===== src/sv/gipb_pkg.sv =====
// Shared types, constants and the microcode table of the gyro-integrating
// balance controller. No dependencies; used by gipb_datapath and the top level.
package gipb_pkg;

  // Default value width, Q16.16 held in this many bits of two's complement.
  localparam int unsigned VALUE_WIDTH_DEF = 32;

  // Configuration port.
  localparam int unsigned CFG_IDX_W  = 3;
  localparam int unsigned CFG_DATA_W = 32;

  localparam logic [CFG_IDX_W-1:0] REG_TARGET_ANGLE      = 3'd0;
  localparam logic [CFG_IDX_W-1:0] REG_GAIN_PROP         = 3'd1;
  localparam logic [CFG_IDX_W-1:0] REG_GAIN_INT_DT       = 3'd2;
  localparam logic [CFG_IDX_W-1:0] REG_GAIN_DERIV_PER_DT = 3'd3;
  localparam logic [CFG_IDX_W-1:0] REG_PERIOD_DT         = 3'd4;
  localparam logic [CFG_IDX_W-1:0] REG_SETTLE_SAMPLES    = 3'd5;

  localparam logic [31:0] RST_TARGET_ANGLE      = 32'd0;
  localparam logic [31:0] RST_GAIN_PROP         = 32'd327680;
  localparam logic [31:0] RST_GAIN_INT_DT       = 32'd328;
  localparam logic [31:0] RST_GAIN_DERIV_PER_DT = 32'd32768000;
  localparam logic [15:0] RST_PERIOD_DT         = 16'd655;
  localparam logic [15:0] RST_SETTLE_SAMPLES    = 16'd500;

  // Microprogram geometry.
  localparam int unsigned STEP_W = 4;
  localparam logic [STEP_W-1:0] STEP_FINISH = 4'd11;

  typedef enum logic [2:0] {
    MUL_NONE,
    MUL_DT_RATE,
    MUL_P_LO,
    MUL_P_HI,
    MUL_I_LO,
    MUL_I_HI,
    MUL_D_LO,
    MUL_D_HI
  } mul_sel_e;

  typedef enum logic [1:0] {
    ACC_HOLD,
    ACC_LOAD,
    ACC_ADDHI
  } acc_op_e;

  typedef enum logic [1:0] {
    SUM_HOLD,
    SUM_LOAD,
    SUM_ADD
  } sum_op_e;

  typedef enum logic [1:0] {
    ALU_NONE,
    ALU_TILT,
    ALU_ERR,
    ALU_INTEG
  } alu_op_e;

  typedef enum logic [1:0] {
    SEQ_NEXT,
    SEQ_SKIP_IDLE,
    SEQ_FINISH
  } seq_op_e;

  typedef struct packed {
    mul_sel_e          mul;
    acc_op_e           acc;
    sum_op_e           sum;
    alu_op_e           alu;
    seq_op_e           seq;
    logic [STEP_W-1:0] target;
  } ctrl_t;

  // Control store. Each gain product is formed as low half plus high half
  // shifted by 16, accumulated, then rescaled and summed.
  function automatic ctrl_t ucode(input logic [STEP_W-1:0] step);
    ctrl_t w;
    w = '{mul: MUL_NONE, acc: ACC_HOLD, sum: SUM_HOLD, alu: ALU_NONE,
          seq: SEQ_NEXT, target: '0};
    unique case (step)
      4'd0: begin
        w.mul = MUL_DT_RATE;
      end
      4'd1: begin
        w.alu    = ALU_TILT;
        w.seq    = SEQ_SKIP_IDLE;
        w.target = STEP_FINISH;
      end
      4'd2: begin
        w.alu = ALU_ERR;
      end
      4'd3: begin
        w.alu = ALU_INTEG;
        w.mul = MUL_P_LO;
      end
      4'd4: begin
        w.acc = ACC_LOAD;
        w.mul = MUL_P_HI;
      end
      4'd5: begin
        w.acc = ACC_ADDHI;
        w.mul = MUL_I_LO;
      end
      4'd6: begin
        w.sum = SUM_LOAD;
        w.acc = ACC_LOAD;
        w.mul = MUL_I_HI;
      end
      4'd7: begin
        w.acc = ACC_ADDHI;
        w.mul = MUL_D_LO;
      end
      4'd8: begin
        w.sum = SUM_ADD;
        w.acc = ACC_LOAD;
        w.mul = MUL_D_HI;
      end
      4'd9: begin
        w.acc = ACC_ADDHI;
      end
      4'd10: begin
        w.sum = SUM_ADD;
      end
      default: begin
        w.seq = SEQ_FINISH;
      end
    endcase
    return w;
  endfunction

endpackage


===== src/sv/gipb_datapath.sv =====
// Arithmetic datapath of the balance controller: one shared multiplier,
// accumulator, term sum and the angle/PID state registers. Depends on gipb_pkg.
module gipb_datapath #(
  parameter int unsigned VALUE_WIDTH = gipb_pkg::VALUE_WIDTH_DEF
) (
  input  logic                          clk_i,
  input  logic                          rst_ni,
  input  gipb_pkg::ctrl_t               ctrl_i,
  input  logic                          run_i,
  input  logic                          load_i,
  input  logic                          zero_tilt_i,
  input  logic signed [15:0]            gyro_rate_i,
  input  logic [31:0]                   target_angle_i,
  input  logic [31:0]                   gain_prop_i,
  input  logic [31:0]                   gain_int_dt_i,
  input  logic [31:0]                   gain_deriv_i,
  input  logic [15:0]                   period_dt_i,
  output logic signed [VALUE_WIDTH-1:0] drive_o
);

  localparam int unsigned W  = VALUE_WIDTH;
  localparam int unsigned PW = W + 17;  // product of 16-bit unsigned and W-bit signed
  localparam int unsigned SW = W + 34;  // accumulator and saturation input width
  localparam int unsigned UW = W + 2;   // sum of three saturated terms

  localparam logic signed [SW-1:0] VMAX = {{(SW-W+1){1'b0}}, {(W-1){1'b1}}};
  localparam logic signed [SW-1:0] VMIN = {{(SW-W+1){1'b1}}, {(W-1){1'b0}}};

  function automatic logic signed [W-1:0] sat_w(input logic signed [SW-1:0] x);
    logic signed [W-1:0] r;
    if (x > VMAX) begin
      r = VMAX[W-1:0];
    end else if (x < VMIN) begin
      r = VMIN[W-1:0];
    end else begin
      r = x[W-1:0];
    end
    return r;
  endfunction

  logic signed [15:0]   rate_q;
  logic signed [W-1:0]  tilt_q, tilt_d;
  logic signed [W-1:0]  integ_q, integ_d;
  logic signed [W-1:0]  last_q, last_d;
  logic signed [W-1:0]  err_q, err_d;
  logic signed [W-1:0]  diff_q, diff_d;
  logic signed [PW-1:0] prod_q, prod_d;
  logic signed [SW-1:0] acc_q, acc_d;
  logic signed [UW-1:0] sum_q, sum_d;

  logic [15:0]          mul_a;
  logic signed [W-1:0]  mul_b;
  logic signed [W-1:0]  target_s;
  logic signed [W-1:0]  term;

  assign target_s = sat_w(SW'($signed(target_angle_i)));
  assign term     = sat_w(acc_q >>> 16);
  assign drive_o  = sat_w(SW'(sum_q));

  always_comb begin
    unique case (ctrl_i.mul)
      gipb_pkg::MUL_NONE: begin
        mul_a = '0;
        mul_b = '0;
      end
      gipb_pkg::MUL_DT_RATE: begin
        mul_a = period_dt_i;
        mul_b = W'(rate_q);
      end
      gipb_pkg::MUL_P_LO: begin
        mul_a = gain_prop_i[15:0];
        mul_b = err_q;
      end
      gipb_pkg::MUL_P_HI: begin
        mul_a = gain_prop_i[31:16];
        mul_b = err_q;
      end
      gipb_pkg::MUL_I_LO: begin
        mul_a = gain_int_dt_i[15:0];
        mul_b = integ_q;
      end
      gipb_pkg::MUL_I_HI: begin
        mul_a = gain_int_dt_i[31:16];
        mul_b = integ_q;
      end
      gipb_pkg::MUL_D_LO: begin
        mul_a = gain_deriv_i[15:0];
        mul_b = diff_q;
      end
      gipb_pkg::MUL_D_HI: begin
        mul_a = gain_deriv_i[31:16];
        mul_b = diff_q;
      end
    endcase
  end

  assign prod_d = $signed({1'b0, mul_a}) * mul_b;

  always_comb begin
    tilt_d  = tilt_q;
    integ_d = integ_q;
    last_d  = last_q;
    err_d   = err_q;
    diff_d  = diff_q;
    acc_d   = acc_q;
    sum_d   = sum_q;

    if (zero_tilt_i) begin
      tilt_d = '0;
    end

    if (run_i) begin
      unique case (ctrl_i.alu)
        gipb_pkg::ALU_NONE: begin
        end
        gipb_pkg::ALU_TILT: begin
          // Rate times period is Q8.8 * Q0.16; drop 8 bits to reach Q16.16.
          tilt_d = sat_w(SW'(tilt_q) + SW'(prod_q >>> 8));
        end
        gipb_pkg::ALU_ERR: begin
          err_d = sat_w(SW'(target_s) - SW'(tilt_q));
        end
        gipb_pkg::ALU_INTEG: begin
          integ_d = sat_w(SW'(integ_q) + SW'(err_q));
          diff_d  = sat_w(SW'(err_q) - SW'(last_q));
          last_d  = err_q;
        end
      endcase

      unique case (ctrl_i.acc)
        gipb_pkg::ACC_LOAD:  acc_d = SW'(prod_q);
        gipb_pkg::ACC_ADDHI: acc_d = acc_q + (SW'(prod_q) <<< 16);
        default:             acc_d = acc_q;
      endcase

      unique case (ctrl_i.sum)
        gipb_pkg::SUM_LOAD: sum_d = UW'(term);
        gipb_pkg::SUM_ADD:  sum_d = sum_q + UW'(term);
        default:            sum_d = sum_q;
      endcase
    end
  end

  always_ff @(posedge clk_i or negedge rst_ni) begin
    if (!rst_ni) begin
      tilt_q  <= '0;
      integ_q <= '0;
      last_q  <= '0;
    end else begin
      tilt_q  <= tilt_d;
      integ_q <= integ_d;
      last_q  <= last_d;
    end
  end

  always_ff @(posedge clk_i) begin
    if (load_i) begin
      rate_q <= gyro_rate_i;
    end
    prod_q <= prod_d;
    err_q  <= err_d;
    diff_q <= diff_d;
    acc_q  <= acc_d;
    sum_q  <= sum_d;
  end

endmodule


===== src/sv/gyro_integrate_pid_balance.sv =====
// Top level of the gyro-integrating PID balance controller: configuration
// registers, microcode sequencer and result register. Depends on gipb_pkg
// and gipb_datapath.
//
// One gyro rate word in gives one result word out. A word is taken when the
// controller is idle; a settling sample then runs only the angle update, an
// active sample the whole microprogram, and a new word is taken only when the
// previous one is done. This is set by the single shared 16 x VALUE_WIDTH
// multiplier, which forms the angle increment and the six half products of the
// three gain terms in turn under the microprogram. The result sits in an output
// register, so the next word is accepted while a result still waits. The first
// settle_samples words are settling words with zero drive; the next one zeroes
// the angle and starts control. Registers should be written only while idle.
module gyro_integrate_pid_balance #(
  parameter int unsigned VALUE_WIDTH = gipb_pkg::VALUE_WIDTH_DEF
) (
  input  logic                            clk_i,
  input  logic                            rst_ni,
  input  logic                            cfg_we_i,
  input  logic [gipb_pkg::CFG_IDX_W-1:0]  cfg_idx_i,
  input  logic [gipb_pkg::CFG_DATA_W-1:0] cfg_wdata_i,
  input  logic                            in_valid_i,
  output logic                            in_ready_o,
  input  logic signed [15:0]              gyro_rate_i,
  output logic                            out_valid_o,
  input  logic                            out_ready_i,
  output logic                            active_o,
  output logic signed [31:0]              drive_o,
  output logic                            dir_first_o,
  output logic                            dir_second_o,
  output logic                            step_strobe_o
);

  localparam logic ST_IDLE = 1'b0;
  localparam logic ST_RUN  = 1'b1;

  logic [31:0] target_q, gain_prop_q, gain_int_q, gain_deriv_q;
  logic [15:0] period_q, settle_q;

  logic                         state_q, state_d;
  logic [gipb_pkg::STEP_W-1:0]  step_q, step_d;
  logic [15:0]                  count_q, count_d;
  logic                         init_q, init_d;
  logic                         out_valid_q, out_valid_d;
  logic                         active_q;
  logic signed [31:0]           drive_q;
  logic                         dir_first_q, dir_second_q;

  gipb_pkg::ctrl_t              ctrl;
  logic                         in_accept;
  logic                         run;
  logic                         zero_tilt;
  logic                         finish;
  logic                         out_free;
  logic signed [VALUE_WIDTH-1:0] drive_w;

  assign ctrl      = gipb_pkg::ucode(step_q);
  assign in_ready_o = (state_q == ST_IDLE);
  assign in_accept = in_valid_i && in_ready_o;
  assign run       = (state_q == ST_RUN);
  assign out_free  = !out_valid_q || out_ready_i;
  assign finish    = run && (ctrl.seq == gipb_pkg::SEQ_FINISH) && out_free;
  assign zero_tilt = in_accept && !init_q && (count_q >= settle_q);

  always_ff @(posedge clk_i or negedge rst_ni) begin
    if (!rst_ni) begin
      target_q     <= gipb_pkg::RST_TARGET_ANGLE;
      gain_prop_q  <= gipb_pkg::RST_GAIN_PROP;
      gain_int_q   <= gipb_pkg::RST_GAIN_INT_DT;
      gain_deriv_q <= gipb_pkg::RST_GAIN_DERIV_PER_DT;
      period_q     <= gipb_pkg::RST_PERIOD_DT;
      settle_q     <= gipb_pkg::RST_SETTLE_SAMPLES;
    end else if (cfg_we_i) begin
      unique case (cfg_idx_i)
        gipb_pkg::REG_TARGET_ANGLE:      target_q     <= cfg_wdata_i;
        gipb_pkg::REG_GAIN_PROP:         gain_prop_q  <= cfg_wdata_i;
        gipb_pkg::REG_GAIN_INT_DT:       gain_int_q   <= cfg_wdata_i;
        gipb_pkg::REG_GAIN_DERIV_PER_DT: gain_deriv_q <= cfg_wdata_i;
        gipb_pkg::REG_PERIOD_DT:         period_q     <= cfg_wdata_i[15:0];
        gipb_pkg::REG_SETTLE_SAMPLES:    settle_q     <= cfg_wdata_i[15:0];
        default: begin
        end
      endcase
    end
  end

  // Settling is decided when the word is taken, before the angle update.
  always_comb begin
    count_d = count_q;
    init_d  = init_q;
    if (in_accept && !init_q) begin
      if (count_q >= settle_q) begin
        init_d = 1'b1;
      end else begin
        count_d = count_q + 16'd1;
      end
    end
  end

  always_comb begin
    state_d = state_q;
    step_d  = step_q;
    if (in_accept) begin
      state_d = ST_RUN;
      step_d  = '0;
    end else if (run) begin
      unique case (ctrl.seq)
        gipb_pkg::SEQ_NEXT: begin
          step_d = step_q + 1'b1;
        end
        gipb_pkg::SEQ_SKIP_IDLE: begin
          step_d = init_q ? step_q + 1'b1 : ctrl.target;
        end
        gipb_pkg::SEQ_FINISH: begin
          if (out_free) begin
            state_d = ST_IDLE;
          end
        end
        default: begin
          state_d = ST_IDLE;
        end
      endcase
    end
  end

  always_comb begin
    out_valid_d = out_valid_q;
    if (finish) begin
      out_valid_d = 1'b1;
    end else if (out_ready_i) begin
      out_valid_d = 1'b0;
    end
  end

  always_ff @(posedge clk_i or negedge rst_ni) begin
    if (!rst_ni) begin
      state_q     <= ST_IDLE;
      step_q      <= '0;
      count_q     <= '0;
      init_q      <= 1'b0;
      out_valid_q <= 1'b0;
    end else begin
      state_q     <= state_d;
      step_q      <= step_d;
      count_q     <= count_d;
      init_q      <= init_d;
      out_valid_q <= out_valid_d;
    end
  end

  always_ff @(posedge clk_i) begin
    if (finish) begin
      active_q     <= init_q;
      drive_q      <= init_q ? 32'(drive_w) : '0;
      dir_first_q  <= init_q && (drive_w > 0);
      dir_second_q <= init_q && (drive_w < 0);
    end
  end

  gipb_datapath #(
    .VALUE_WIDTH(VALUE_WIDTH)
  ) u_datapath (
    .clk_i         (clk_i),
    .rst_ni        (rst_ni),
    .ctrl_i        (ctrl),
    .run_i         (run),
    .load_i        (in_accept),
    .zero_tilt_i   (zero_tilt),
    .gyro_rate_i   (gyro_rate_i),
    .target_angle_i(target_q),
    .gain_prop_i   (gain_prop_q),
    .gain_int_dt_i (gain_int_q),
    .gain_deriv_i  (gain_deriv_q),
    .period_dt_i   (period_q),
    .drive_o       (drive_w)
  );

  assign out_valid_o   = out_valid_q;
  assign active_o      = active_q;
  assign drive_o       = drive_q;
  assign dir_first_o   = dir_first_q;
  assign dir_second_o  = dir_second_q;
  assign step_strobe_o = active_q;

endmodule

===== config.mk =====
export PLATFORM = sky130hd
export DESIGN_NAME = gyro_integrate_pid_balance
export DESIGN_NICKNAME = d
export VERILOG_FILES = /design/src/sv/gipb_pkg.sv /design/src/sv/gipb_datapath.sv /design/src/sv/gyro_integrate_pid_balance.sv
export SDC_FILE = /design/constraint.sdc
export NUM_CORES = 2
export LEC_CHECK = 0
export ABC_AREA = 1
export BUFFER_PORTS_ARGS = -buffer_cell sky130_fd_sc_hd__buf_2
export CORE_MARGIN = 3
export CORE_UTILIZATION = 58
export DETAILED_ROUTE_END_ITERATION = 8
export GPL_TIMING_DRIVEN = 0
export PLACE_DENSITY = 0.86
export SETUP_SLACK_MARGIN = 0.4
export SLEW_MARGIN = 25
export SYNTH_ARGS = -nofsm -noshare
export SYNTH_HDL_FRONTEND = slang
export SYNTH_SLANG_ARGS = --single-unit

===== constraint.sdc =====
create_clock -name clk_i -period 9.15 [get_ports clk_i]
set_input_delay 0.915 -clock clk_i [delete_from_list [all_inputs] [get_ports clk_i]]
set_output_delay 0.915 -clock clk_i [all_outputs]
set_load 0.02 [all_outputs]

**After elaboration in Yosys (flattened, before gate mapping)**

Index checks and enable logic that the tools add are counted.

- Bits in registers: 543
- Word-level logic and storage cells: 158

- $mul: 1
- Add/sub/neg operators: 8
- Muxes and demuxes: 35
- $lt $le $gt $ge: 17
- Reduce and logical (&&, ||, !) cells: 40
- Equality and inequality tests: 31
- Bitwise logic cells: 2

Operator list:

| kind | number |
|---|---|
| 32-bit two-way mux | 15 |
| 66-bit by 32-bit > comparator with 1-bit output, second input constant | 4 |
| 66-bit by 32-bit less-than comparator with 1-bit output, second input constant | 4 |
| 32-bit case mux with 5 select lines | 1 |
| 66-bit case mux with 2 select lines | 1 |
| 16-bit case mux with 8 select lines | 1 |
| 34-bit case mux with 2 select lines | 1 |
| 66-bit by 65-bit adder with 66-bit output | 1 |
| 32-bit by 32-bit subtractor with 33-bit output | 2 |
| 50-bit by 32-bit > comparator with 1-bit output, second input constant | 1 |
| 50-bit by 32-bit less-than comparator with 1-bit output, second input constant | 1 |
| 17-bit by 32-bit multiplier with 49-bit output | 1 |
| 32-bit by 41-bit adder with 42-bit output | 1 |
| 34-bit by 32-bit adder with 34-bit output | 1 |
| 34-bit by 32-bit > comparator with 1-bit output, second input constant | 1 |
| 34-bit by 32-bit less-than comparator with 1-bit output, second input constant | 1 |
| 32-bit by 32-bit adder with 33-bit output | 1 |
| 32-bit by 1-bit > comparator with 1-bit output, second input constant | 1 |
| 32-bit > comparator, second input constant | 1 |
| 32-bit by 1-bit less-than comparator with 1-bit output, second input constant | 1 |
| 32-bit less-than comparator, second input constant | 1 |
| 2-bit AND reduction | 13 |
| 3-bit case mux with 7 select lines | 1 |
| 3-bit equality test, second input constant | 6 |
| 29 further kinds | 72 |

**Longest topological paths before layout**

- Word-level depth: 8
- Gate-level depth with buffers: 40
- Gate-level depth less buffers: 37

**By module**

A second synthesis with hierarchy kept.

- Cell total of the unflattened synthesis: 7226
- Area total of the unflattened synthesis: 54840.1 um2

By module, submodules not included:

| module | cells each | area an instance (um2) | times used |
|---|---|---|---|
| gipb_datapath | 6239 | 45557.4 | 1 |
| gyro_integrate_pid_balance | 987 | 9282.7 | 1 |

**Least setup slack after synthesis**

OpenSTA, ideal clock, no wires.

- Path kind: register to register
- From: register step_q[0] (netlist name)
- To: register u_datapath.prod_q[48]
- Data required time: 9078 ps
- Setup time: 72 ps
- Clock period less this slack: 7438 ps
- Setup slack: 1712 ps
- Arrival: 7366 ps
- Stages on the path, launching flop included: 34
- Cell sequence: dfrtp_1 -> inv_1 -> ha_1 -> nand2_4 -> nand2_4 -> a21oi_2 -> o21ai_4 -> inv_4 -> buf_6 -> nand3_4 -> buf_2 -> o2111a_1 -> nand2_1 -> inv_2 -> buf_6 -> nor2_1 -> fa_1 -> fa_1 -> fa_1 -> fa_1 -> fa_1 -> inv_1 -> fa_1 -> inv_1 -> ha_1 -> nand2_1 -> nor2_1 -> inv_1 -> nor4_1 -> nand3_1 -> nand3_1 -> nand3_1 -> nand2_1 -> xor2_1

- Longest elaborated chain between the ends: 6
- Elaborated cells on any way between the ends: 22

Ends and longest elaborated chain:

| what | RTL line | RTL |
|---|---|---|
| start: declaration | gyro_integrate_pid_balance.sv:41 | `logic [gipb_pkg::STEP_W-1:0] step_q, step_d;` |
| start signal: assignment | gyro_integrate_pid_balance.sv:144 | `step_q <= step_d;` |
| 4-bit equality test (tied with other cells) | gipb_pkg.sv:81 | `unique case (step)` |
| 3-bit case mux with 7 select lines (*) | gipb_pkg.sv:81 |  |
| 3-bit equality test / 3-bit by 2-bit equality test with 1-bit output (equally long branches) | gipb_datapath.sv:61 | `unique case (ctrl_i.mul)` |
| 2-bit OR reduction (no source line) | -- |  |
| 32-bit case mux with 5 select lines | gipb_datapath.sv:61 |  |
| 17-bit by 32-bit multiplier with 49-bit output (*) | gipb_datapath.sv:97 | `assign prod_d = $signed({1'b0, mul_a}) * mul_b;` |
| net u_datapath.prod_d[48] | gipb_datapath.sv:47 | `logic signed [PW-1:0] prod_q, prod_d;` |
| end signal: assignment | gipb_datapath.sv:160 | `prod_q <= prod_d;` |
| end: declaration | gipb_datapath.sv:47 |  |

Mark *: on every way through the listed nets, which the timed path passes. The rest lies on a longest branch.
A chain may end at the register's enable or synchronous reset.

**Worst setup path after layout**

- From: register step_q[0] (netlist name)
- To: register u_datapath.prod_q[33]

The elaborated chain is that of the path after synthesis.

==> results_dict.tcl <==
set metrics [dict create \
    cts_max_level 2 \
    dieArea_mm2 0.0959 \
    grt_overflow 0 \
    worstHoldStart "gyro_rate_i[13]" \
    routabilityCongestion 1.03 \
    rr_worst_depth 34 \
    yosys.cell_types.count 68 \
    finClkSkew_ns 0.0984 \
    num_rows 110 \
    drv_cap 0 \
    cts_made_buffers 58 \
    async_flop_share_pct 52.9 \
    setup_tns_ns 0 \
    synth_top_family_by_area "adder cells" \
    synth.avg_cell_area_um2 7.83 \
    grt_pass1_vias 48400 \
    crit_slowest_cell "fa_1" \
    synth.most_common_cell "nand2_1" \
    setup_viol 0 \
    cts_num_sinks 527 \
    post-route-period-util_pct 92.8 \
    synth_top_flop_cell "dfrtp_1" \
    fin_ws_ns 0.663 \
    grt_setup_unrepaired "no" \
    synth_common_cells "nand2_1 (1483), inv_1 (1169), nor2_1 (686)" \
    clk_pin_slew_ns 0.07 \
    r2r-start "step_q[0]$_DFFE_PN0P_" \
    dr.pass1.iters 6 \
    post-place-ws_ns 0.00495 \
    ys_seq_area_share_pct 26.1 \
    min_path_cells 1 \
    period_needed_ns 8.49 \
    synth_xor_area_share_pct 3.69 \
    n_fill_cell 7713 \
    syn-num-nets 7741 \
    syn2layout_area_growth_pct 8.63 \
    yosysTopAreaCell "fa_1" \
    multi_input_area_mm2 0.0339 \
    synth-compound-area-share_pct 12.4 \
    critPathMaxStageDelay_ns 0.61 \
    worstPathArrival_ns 9.00 \
    die_h_um 310 \
    status "finished clean" \
    synthSimpleGateAreaFrac_pct 20.1 \
    clock_latency_ns 0.71 \
    path_max_fanout 10 \
    grt_pass1_wl_um 267000 \
    rr_endpoint "u_datapath.prod_q[33]$_DFF_P_" \
    slew_headroom_pct 39.1 \
    synth_edf_count 199 \
    wl_um 175000 \
    worst_setup_path_start_kind "flip-flop" \
    synthTopCellsByArea "fa_1 (19%), dfrtp_1 (12%), edfxtp_1 (11%), nand2_1 (10%), ha_1 (8.4%)" \
    tritoncts "yes" \
    hold_viol_final 0 \
    hold_path_class "primary input to flip-flop" \
    end_kind "flip-flop" \
    min_delay_worst_endpoint "u_datapath.rate_q[13]$_DFFE_PP_" \
    max_freq_mhz 118 \
    die_w_um 310 \
    vias_per_cell 5.86 \
    drv_slew 0 \
    wl_per_cell_um 21.2 \
    path_class "flip-flop to flip-flop" \
    yosys_warnings 0 \
    fin_nets 7922 \
    drt-initial-drc-count 4529 \
    synth-seq-cells 527 \
    synthAdderAreaFrac_pct 26.9 \
    crit_top_cell "inv_1" \
    core_mm2 0.0907 \
    syn_area_mm2 0.0535 \
    dp_hpwl_um 142000 \
    rrSetupSlack_ns 0.66 \
    synthCells 6831 \
    vias 48300 \
    ff_latch_area_mm2 0.0140 \
    antenna_found_initial 5 \
    synth_mux_area_share_pct 0 \
    io_pins 94 \
    cts-root-buf "clkbuf_16" \
    grt_max_degree 80 \
    track_usage_pct 36.4 \
    worst_ep_required_time_ns 9.67 \
    ant_nets 0 \
    cts_buffer_depth 3 \
    start_util_pct 58.9 \
    route.detailed.drc 0 \
    layout-drive-gt1-share_pct 7.10 \
    synth_top_area_share_pct 18.5 \
    port_buffers 93 \
    worst_slew_pin_slew_ns 0.910 \
]
worst max path at each step:
stage                                startpoint                       endpoint  cells after the start
final                     step_q[0]$_DFFE_PN0P_  u_datapath.prod_q[33]$_DFF_P_                     34
after floorplan           step_q[0]$_DFFE_PN0P_  u_datapath.prod_q[48]$_DFF_P_                     33
after global placement    step_q[0]$_DFFE_PN0P_  u_datapath.prod_q[48]$_DFF_P_                     32
after detailed placement  step_q[0]$_DFFE_PN0P_  u_datapath.prod_q[48]$_DFF_P_                     32
after CTS                 step_q[0]$_DFFE_PN0P_  u_datapath.prod_q[48]$_DFF_P_                     34
after global routing      step_q[1]$_DFFE_PN0P_  u_datapath.prod_q[32]$_DFF_P_                     33
layout make-up:
| class | instances | share of cell area (%) |
|---|---|---|
| inverter | 1211 | 7.85 |
| clock buffer | 73 | 2.82 |
| multi-input combinational | 4866 | 58.3 |
| buffer | 227 | 2.10 |
| sequential | 527 | 24.0 |
| clock inverter | 36 | 0.651 |
| tap | 1176 | 2.53 |
| timing repair buffer | 121 | 1.64 |
| antenna | 4 | 0.0172 |
cell families after synthesis:
family	Yosys count
buf+inv	1438
compound gates	1187
simple gates	2600
xor+xnor	225
fa+ha+maj	854
flops	527
registers in the layout, indices dropped and copies added, names as in the netlist, 4 cells and up:
register,count
u_datapath.last_q,32
gain_deriv_q,32
period_q,16
u_datapath.sum_q,34
gain_int_q,32
u_datapath.diff_q,32
u_datapath.acc_q,50
u_datapath.prod_q,49
step_q,4
u_datapath.integ_q,32
count_q,16
target_q,32
u_datapath.err_q,32
drive_o,32
u_datapath.rate_q,16
u_datapath.tilt_q,32
gain_prop_q,32
settle_q,16
per-layer routing:
metal	global-route usage, %	wire, um
met1	45.4	66000
met3	7.53	17000
met5	0	28
met2	58.1	78700
met4	23.2	13000
layout by cell type, fill, tap and decap left out, types with 48 or more instances in the layout:
| cell | n |
|---|---|
| xnor2_1 | 95 |
| buf_2 | 139 |
| xor2_1 | 130 |
| nor2_1 | 678 |
| clkbuf_1 | 121 |
| a21oi_1 | 449 |
| fa_1 | 493 |
| a31oi_1 | 52 |
| edfxtp_1 | 199 |
| dfxtp_1 | 49 |
| nor3_1 | 48 |
| clkbuf_16 | 61 |
| ha_1 | 359 |
| nand2_1 | 1478 |
| nand3_1 | 229 |
| inv_1 | 1167 |
| dfrtp_1 | 256 |
| o21ai_0 | 468 |
worst max-delay path, delay by kind of cell (launching register included):
kind	cells	cell delay (ns)
buffers and inverters	11	1.61
adder cells (fa/ha/maj)	8	3.68
AND/OR/NAND/NOR	10	1.49
XOR/XNOR	1	0.24
AO/OA/AOI/OAI	4	0.94
flip-flops	1	0.39
what timing repair did:
item | in CTS | in global routing
hold endpoints to repair | 4 | 0
pin swaps | 0 | 9
setup endpoints to repair | 11 | 21
gates resized for setup | 10 | 34
hold buffers | 1 | 0
setup buffers | 0 | 13
metrics by stage:
stage	std cells	hold slack [ns]	cell area [um^2]	util, %
after global placement	8100	0.465	55400	61.1
final	8241	0.387	58100	64.0
after detailed placement	8114	0.472	55800	61.5
after CTS	8224	0.363	57800	63.7
after floorplan	6831	0.449	53500	-
after global routing	8237	0.379	58100	64.0
Power is not shown: default switching activity piles up to over one toggle a cycle in this logic, so the estimate is an artifact.
